--- src/design/cwsc_pkg.sv ---
// Package for the CRC word stream checker: queue entry type, polynomial
// constants and the 16-bit word feed function. No dependencies.
`timescale 1ns / 1ps
`default_nettype none

package cwsc_pkg;

	localparam int WORD_BITS = 16;
	localparam int CRC_BITS  = 32;

	localparam logic [15:0] POLY16       = 16'h8005;
	localparam logic [31:0] POLY32       = 32'h04C1_1DB7;
	localparam logic [15:0] PAYLOAD_MASK = 16'h0FFF;

	localparam logic CFG_CRC32_MODE  = 1'b0;
	localparam logic CFG_SAMPLE_MODE = 1'b1;

	// One queued operation: up to two words fed in order, optional result.
	typedef struct packed {
		logic [1:0]           feed_cnt;
		logic [WORD_BITS-1:0] word_a;
		logic [WORD_BITS-1:0] word_b;
		logic                 emit;
	} op_t;

	typedef struct packed {
		logic push;
		op_t  op;
	} push_t;

	typedef struct packed {
		logic not_empty;
		op_t  op;
	} head_t;

	// Shift one word into the remainder, msb first, under the selected width.
	function automatic logic [CRC_BITS-1:0] crc_feed(
		input logic [CRC_BITS-1:0]  r_in,
		input logic [WORD_BITS-1:0] w,
		input logic                 crc32
	);
		logic [CRC_BITS-1:0] r;
		logic                fb;
		r = crc32 ? r_in : {16'h0000, r_in[15:0]};
		for (int i = WORD_BITS - 1; i >= 0; i--) begin
			fb = crc32 ? r[31] : r[15];
			r  = {r[30:0], w[i]};
			if (!crc32) begin
				r[31:16] = 16'h0000;
			end
			if (fb) begin
				r = r ^ (crc32 ? POLY32 : {16'h0000, POLY16});
			end
		end
		return r;
	endfunction

endpackage

`default_nettype wire

--- src/design/cwsc_back.sv ---
// Back end: computes the word contribution from a zero remainder, folds it
// into the running remainder and drives the result register. Uses cwsc_pkg.
`timescale 1ns / 1ps
`default_nettype none

module cwsc_back (
	input  wire logic                          clk,
	input  wire logic                          arst_n,
	input  wire logic                          crc32_mode,
	input  wire cwsc_pkg::head_t               head,
	output logic                               pop,
	output logic                               result_valid,
	input  wire logic                          result_stall,
	output logic [cwsc_pkg::CRC_BITS-1:0]      remainder,
	output logic                               remainder_zero
);

	logic                          advance;
	logic [cwsc_pkg::CRC_BITS-1:0] c1;
	logic [cwsc_pkg::CRC_BITS-1:0] c2;
	logic [cwsc_pkg::CRC_BITS-1:0] contrib;
	logic [cwsc_pkg::CRC_BITS-1:0] sh1;
	logic [cwsc_pkg::CRC_BITS-1:0] sh2;
	logic [cwsc_pkg::CRC_BITS-1:0] acc_next;
	logic [cwsc_pkg::CRC_BITS-1:0] rem_out;

	logic                          valid_s1;
	logic [1:0]                    cnt_s1;
	logic                          emit_s1;
	logic [cwsc_pkg::CRC_BITS-1:0] contrib_s1;
	logic [cwsc_pkg::CRC_BITS-1:0] acc_q;
	logic                          out_valid_q;
	logic [cwsc_pkg::CRC_BITS-1:0] remainder_q;
	logic                          zero_q;

	assign advance = !(out_valid_q && result_stall);
	assign pop     = advance && head.not_empty;

	// Contribution of the words alone: the feed is linear in remainder and word.
	assign c1 = cwsc_pkg::crc_feed('0, head.op.word_a, crc32_mode);
	assign c2 = cwsc_pkg::crc_feed(c1, head.op.word_b, crc32_mode);
	always_comb begin
		case (head.op.feed_cnt)
			2'd2:    contrib = c2;
			2'd1:    contrib = c1;
			default: contrib = '0;
		endcase
	end

	// Advance the running remainder by 16 or 32 zero bits.
	assign sh1 = cwsc_pkg::crc_feed(acc_q, '0, crc32_mode);
	assign sh2 = cwsc_pkg::crc_feed(sh1, '0, crc32_mode);
	always_comb begin
		case (cnt_s1)
			2'd2:    acc_next = sh2 ^ contrib_s1;
			2'd1:    acc_next = sh1 ^ contrib_s1;
			default: acc_next = acc_q;
		endcase
	end
	assign rem_out = crc32_mode ? acc_next : {16'h0000, acc_next[15:0]};

	always_ff @(posedge clk) begin
		if (advance) begin
			cnt_s1      <= head.op.feed_cnt;
			emit_s1     <= head.op.emit;
			contrib_s1  <= contrib;
			remainder_q <= rem_out;
			zero_q      <= (rem_out == '0);
		end
	end

	always_ff @(posedge clk or negedge arst_n) begin
		if (!arst_n) begin
			valid_s1    <= 1'b0;
			out_valid_q <= 1'b0;
			acc_q       <= '0;
		end else if (advance) begin
			valid_s1    <= head.not_empty;
			out_valid_q <= valid_s1 && emit_s1;
			if (valid_s1) begin
				acc_q <= emit_s1 ? '0 : acc_next;
			end
		end
	end

	assign result_valid   = out_valid_q;
	assign remainder      = remainder_q;
	assign remainder_zero = zero_q;

endmodule

`default_nettype wire

--- config.mk ---
export PLATFORM = sky130hd
export DESIGN_NAME = cwsc_back
export DESIGN_NICKNAME = d
export VERILOG_FILES = /design/src/design/cwsc_pkg.sv /design/src/design/cwsc_back.sv
export SDC_FILE = /design/constraint.sdc
export NUM_CORES = 1
export LEC_CHECK = 0
export BUFFER_PORTS_ARGS = -buffer_cell sky130_fd_sc_hd__buf_2
export CAP_MARGIN = 5
export CORE_ASPECT_RATIO = 2
export CORE_MARGIN = 1
export CORE_UTILIZATION = 35
export CTS_BUF_LIST = sky130_fd_sc_hd__clkbuf_4
export DETAILED_ROUTE_END_ITERATION = 12
export RECOVER_POWER = 100
export SLEW_MARGIN = 5
export SYNTH_ARGS = -nofsm -noshare
export SYNTH_HDL_FRONTEND = slang
export SYNTH_SLANG_ARGS = --single-unit
--- constraint.sdc ---
create_clock -name clk -period 20.6 [get_ports clk]
set_clock_uncertainty 0.2 [all_clocks]
set_input_delay 1.03 -clock clk [delete_from_list [all_inputs] [get_ports clk]]
set_output_delay 1.03 -clock clk [all_outputs]
set_load 0.005 [all_outputs]
# Word level (Yosys, flattened, before mapping)

Cells that the tools add are included.

Logic and storage cells: 220
Register bits after elaboration: 102
Output and inout port bits: 35

Mux-type cells: 151
Bitwise logic cells: 51
Equality and inequality tests: 4
Reductions and logical operators: 6

Operators by type and width:

| kind                                                             | number |
|---|---|
| 32-bit 2-to-1 mux                                                | 52 |
| 32-bit XOR                                                       | 48 |
| 16-bit 2-to-1 mux                                                | 47 |
| 32-bit one-hot mux with 2 select lines                           | 2 |
| 1-bit 2-to-1 mux                                                 | 49 |
| 32-bit logical NOT                                               | 1 |
| 17-bit by 32-bit XOR with 32-bit output                          | 1 |
| 32-bit by 27-bit XOR with 32-bit output                          | 1 |
| 27-bit 2-to-1 mux                                                | 1 |
| 2-bit by 1-bit == test with 1-bit output (second input constant) | 2 |
| 2-bit == test (second input constant)                            | 2 |
| 1-bit logical AND                                                | 3 |
| 2-bit AND reduction                                              | 1 |
| 1-bit logical NOT                                                | 1 |
| 1-bit NOT                                                        | 1 |

# Logic depth before layout (Yosys ltp)

Depth after elaboration: 102
Gate-level depth with buffers: 53
Mapped depth without buffers: 37

# Worst setup path before layout

No wires, ideal clock.

Kind: input -> register
Start: input port crc32_mode
End: register zero_q (netlist: remainder_zero) (data pin)
Setup slack: 7.229 ns
Arrival: 13.032 ns
Library setup time: 0.140 ns
Cell stages on the path: 49
Cells stage by stage: buf_2 buf_2 buf_2 buf_2 buf_2 buf_1 buf_1 clkbuf_1 clkbuf_1 buf_1 clkbuf_1 clkbuf_1 clkbuf_1 buf_1 buf_1 clkbuf_1 buf_1 clkbuf_1 [13 not listed] xnor2_1 nand2b_1 xnor2_1 nand2_1 xnor2_1 ha_1 nor2_1 mux4_2 nor2_4 a311oi_1 a211oi_1 mux2_2 o21ai_0 xor2_1 o2111ai_1 a2111oi_0 nand4_1 nor2_1

Word-level cells in the longest chain between the ends: 101
Elaborated cells on any way between the ends: 136

Ends and longest elaborated chain:

| item                                    | line            | RTL |
|---|---|---|
| start: declaration                      | cwsc_back.sv:9  | `input wire logic crc32_mode,` |
| 32-bit 2-to-1 mux                       | cwsc_pkg.sv:44  | `r = crc32 ? r_in : {16'h0000, r_in[15:0]};` |
| 16-bit 2-to-1 mux                       | cwsc_pkg.sv:48  | `if (!crc32) begin` |
| 32-bit XOR                              | cwsc_pkg.sv:52  | `r = r ^ (crc32 ? POLY32 : {16'h0000, POLY16});` |
| 32-bit 2-to-1 mux                       | cwsc_pkg.sv:51  | `if (fb) begin` |
| 16-bit 2-to-1 mux                       | cwsc_pkg.sv:48  |  |
| 32-bit XOR                              | cwsc_pkg.sv:52  |  |
| 32-bit 2-to-1 mux                       | cwsc_pkg.sv:51  |  |
| 16-bit 2-to-1 mux                       | cwsc_pkg.sv:48  |  |
| [85 not listed]                         | --              |  |
| 32-bit 2-to-1 mux                       | cwsc_pkg.sv:51  |  |
| 16-bit 2-to-1 mux                       | cwsc_pkg.sv:48  |  |
| 32-bit by 27-bit XOR with 32-bit output | cwsc_pkg.sv:52  |  |
| 32-bit 2-to-1 mux                       | cwsc_pkg.sv:51  |  |
| 32-bit XOR                              | cwsc_back.sv:55 | `2'd2: acc_next = sh2 ^ contrib_s1;` |
| 32-bit one-hot mux with 2 select lines  | cwsc_back.sv:54 | `case (cnt_s1)` |
| 32-bit 2-to-1 mux *                     | cwsc_back.sv:60 | `assign rem_out = crc32_mode ? acc_next : {16'h0000, acc_next[15:0]};` |
| 32-bit logical NOT *                    | cwsc_back.sv:68 | `zero_q <= (rem_out == '0);` |
| end signal: assignment                  | cwsc_back.sv:68 |  |
| end: declaration                        | cwsc_back.sv:34 | `logic zero_q;` |

Every way passes the cells marked *; elsewhere a longest branch is shown, timed or not.
A chain may end at the register's enable or synchronous reset.

# Worst setup path after layout

Start: input port crc32_mode
End: register zero_q (netlist: remainder_zero) (data pin)

Elaborated cells on any way between the ends: 136

RTL lines:

| item                                     | line            | RTL |
|---|---|---|
| 32-bit 2-to-1 mux                        | cwsc_pkg.sv:44  |  |
| 16-bit 2-to-1 mux                        | cwsc_pkg.sv:48  |  |
| 32-bit XOR                               | cwsc_pkg.sv:52  |  |
| 32-bit 2-to-1 mux                        | cwsc_pkg.sv:51  |  |
| 16-bit 2-to-1 mux                        | cwsc_pkg.sv:48  |  |
| 32-bit XOR                               | cwsc_pkg.sv:52  |  |
| 32-bit 2-to-1 mux                        | cwsc_pkg.sv:51  |  |
| 16-bit 2-to-1 mux                        | cwsc_pkg.sv:48  |  |
| [85 not listed]                          | --              |  |
| 32-bit 2-to-1 mux                        | cwsc_pkg.sv:51  |  |
| 1-bit 2-to-1 mux                         | cwsc_pkg.sv:46  | `fb = crc32 ? r[31] : r[15];` |
| 32-bit 2-to-1 mux                        | cwsc_pkg.sv:51  |  |
| 32-bit XOR                               | cwsc_back.sv:55 |  |
| 32-bit one-hot mux with 2 select lines * | cwsc_back.sv:54 |  |
| named net acc_next (one bit)             | cwsc_back.sv:24 | `logic [cwsc_pkg::CRC_BITS-1:0] acc_next;` |
| 32-bit 2-to-1 mux *                      | cwsc_back.sv:60 |  |
| 32-bit logical NOT *                     | cwsc_back.sv:68 |  |

The timed path passes the listed nets; every way through them passes the cells marked *.

==> flow_metrics.tcl <==
set metrics [dict create \
    seq_area_sq_um 2893 \
    gp_congestion 1.047 \
    cts_tree "yes" \
    violations "design-rule violations, max-capacitance violations, max-slew violations" \
    min_period_over_period_pct 75.04 \
    fin_nets 1646 \
    yosysSeqAreaShare_pct 22.09 \
    crit_required_ns 20.65 \
    pin_count 75 \
    setup_tns_ns 0 \
    syn_nets 1621 \
    end_kind "flip-flop" \
    drt_iter0_markers 1123 \
    synth_edf_count 68 \
    die_x_um 138.8 \
    layout-drive-gt1-share_pct 8.637 \
    critPathSlowestCell "clkbuf_1" \
    outcome "finished with violations" \
    yosys_warnings 0 \
    ctsHoldBuffers 0 \
    slew_violations 316 \
    vias_per_cell 5.902 \
    cts_sinks 102 \
    fmax_ghz 0.06469 \
    synth-seq-cells 102 \
    drc 9 \
    design.core.area_sq_um 36670 \
    tightest_slew_ns 4.113 \
    fin_crit_ns 15.46 \
    yosysUniqueCellTypes 102 \
    cts_max_path_buffers 2 \
    slew_headroom_pct -174.2 \
    avgSynthCellArea_sq_um 8.541 \
    grt_pass1_wl_um 79180 \
    syn_area_sq_um 13090 \
    cts_buffers 9 \
    track_usage_pct 28.74 \
    post_cts_buffers 0 \
    cts_root_buf "clkbuf_4" \
    netlist_instances 1533 \
    async_flop_share_pct 33.33 \
    io_buffer_count 74 \
    wl_per_cell_um 27.45 \
    grt_max_degree 89 \
    placementRows 99 \
    die_h_um 275.5 \
    grt_antenna_before_repair 1 \
    nFillCells 3765 \
    initial_core_util_pct 35.71 \
    holdCritPathClass "reg2reg" \
    ant_nets 0 \
    insertion_delay_ns 0.48 \
    rsz0062_at_grt "no" \
    grt.overflow.total 0 \
    hpwl_um 43650 \
    setup_viol 0 \
    synth_ff_type "edfxtp_1" \
    worstSetupPathType "in2reg" \
    multi_input_area_sq_um 9555 \
    die_area_sq_um 38230 \
    vias 11910 \
    cp.arrival_ns 15.51 \
    cts_resized 0 \
    routed_wl_um 55400 \
    max_stage_delay_ns 2.80 \
    hold_viol 0 \
    crit_fanout 88 \
    clk_pin_slew_ns 0.16 \
    maxCapViolations 7 \
    area_growth_pct 6.307 \
    htreeDepth 3 \
    grt_pass1_vias 11820 \
    hold_ws_ns 0.3858 \
    cp-start-kind "input port" \
    drtPass1Iterations 9 \
]
[worst paths after layout]
kind,from,to,slack (ns),cells after the start
setup / recovery,crc32_mode,remainder_zero$_DFFE_PN_,5.14,32
hold / removal,acc_q[20]$_DFFE_PN0P_,acc_q[20]$_DFFE_PN0P_,0.39,2
setup reg to reg,acc_q[30]$_DFFE_PN0P_,remainder_zero$_DFFE_PN_,7.93,30
hold reg to reg,acc_q[20]$_DFFE_PN0P_,acc_q[20]$_DFFE_PN0P_,0.39,2
max in group asynchronous,arst_n,acc_q[22]$_DFFE_PN0P_,18.23,1
min in group asynchronous,arst_n,acc_q[8]$_DFFE_PN0P_,0.84,1
[final cells by class]
type | instances | share of cell area (%)
repair buffers | 98 | 3.560
multi-input cells | 1289 | 68.65
diodes | 1 | 0.01798
clock buffers | 9 | 0.4854
well taps | 454 | 4.081
inverters | 58 | 1.564
clock inverters | 7 | 0.8629
flip-flops and latches | 102 | 20.78
[critical path, delay by kind of cell]
| kind | cells | cell delay (ns) |
|---|---|---|
| AOI/OAI and AO/OA | 8 | 3.58 |
| adders and majority gates | 1 | 0.32 |
| muxes | 4 | 1.07 |
| and+or+nand+nor | 6 | 1.66 |
| xor gates and xnor gates | 7 | 2.67 |
| buffers and inverters | 6 | 5.02 |
[layout by cell type (no fill, tap or decap), types with 7 or more instances in the layout]
cell type  Yosys  layout
a221oi_1       6       7
xor2_1        99      99
inv_1         56      56
nor2b_1        9       9
nand3_1       29      29
ha_1          48      48
and2_1        26      14
buf_4          1      19
nand2b_1      22      22
and2_0         1      14
a22oi_1       19      19
buf_2         10      45
o221ai_1       6       7
or3_1         15      15
a22o_1        18      18
edfxtp_1      68      68
o211ai_1      18      18
xnor2_1      239     240
nor2_1       132     133
o21ai_0       59      61
nand2_1      147     147
nor3_1        28      28
a21oi_1       61      63
a31oi_1       14      15
a211oi_1      17      17
clkbuf_4       0       9
mux2i_1       57      56
nor4_1         7       7
xnor3_1       17      18
o31ai_1       11      11
and3_1        17      17
dfrtp_1       34      34
nand4_1       16      16
mux2_2        15      11
clkbuf_1      56      34
[synth_stat cells, types with 16 or more instances]
library cell / instances / share of area, %
a22oi_1: 19 / 1.1
and3_1: 17 / 0.81
a22o_1: 18 / 1.2
nand2b_1: 22 / 1.1
dfrtp_1: 34 / 6.5
edfxtp_1: 68 / 16
xnor2_1: 239 / 16
and2_1: 26 / 1.2
inv_1: 56 / 1.6
mux2i_1: 57 / 4.4
clkbuf_1: 56 / 1.6
xor2_1: 99 / 6.6
a211oi_1: 17 / 0.97
nor3_1: 28 / 1.1
nand2_1: 147 / 4.2
o211ai_1: 18 / 1.0
ha_1: 48 / 4.6
nor2_1: 132 / 3.8
nand3_1: 29 / 1.1
xnor3_1: 17 / 2.9
buf_1: 16 / 0.46
a21oi_1: 61 / 2.3
nand4_1: 16 / 0.76
o21ai_0: 59 / 2.3
[cells by family after synthesis]
group / after synthesis / synth area share [%]
buffers and inverters: 142 / 4.252
muxes: 83 / 7.243
DFF: 102 / 22.09
adders and majority gates: 48 / 4.587
AOI/OAI and AO/OA: 306 / 16.49
xor gates and xnor gates: 370 / 27.71
and+or+nand+nor: 482 / 17.62
[routing by layer]
metal	vias up	routed length [um]	track usage, %
li1	5436	-	-
met1	5686	18230	27.21
met2	548	28430	52.37
met3	241	2364	3.505
met4	0	6376	30.12
met5	-	0	0
[flip-flops by register name (all words and copies together), names as in the netlist]
| name | count |
|---|---|
| cnt_s1 | 2 |
| contrib_s1 | 32 |
| remainder_zero | 1 |
| remainder | 32 |
| acc_q | 32 |
| emit_s1 | 1 |
| result_valid | 1 |
| valid_s1 | 1 |
[metrics by stage]
step / worst slack [ns] / std cells / utilization (%) / instance area [sq um]
floorplan: 7.229 / 1533 / - / 13090
global placement: 8.908 / 2000 / 37.89 / 13890
detailed placement: 8.938 / 2000 / 37.89 / 13890
CTS: 9.108 / 2016 / 38.40 / 14080
global route: 4.352 / 2018 / 37.96 / 13920
finish: 5.141 / 2018 / 37.96 / 13920
Power is not shown: default switching activity piles up to over one toggle a cycle in this logic, so the estimate is an artifact.
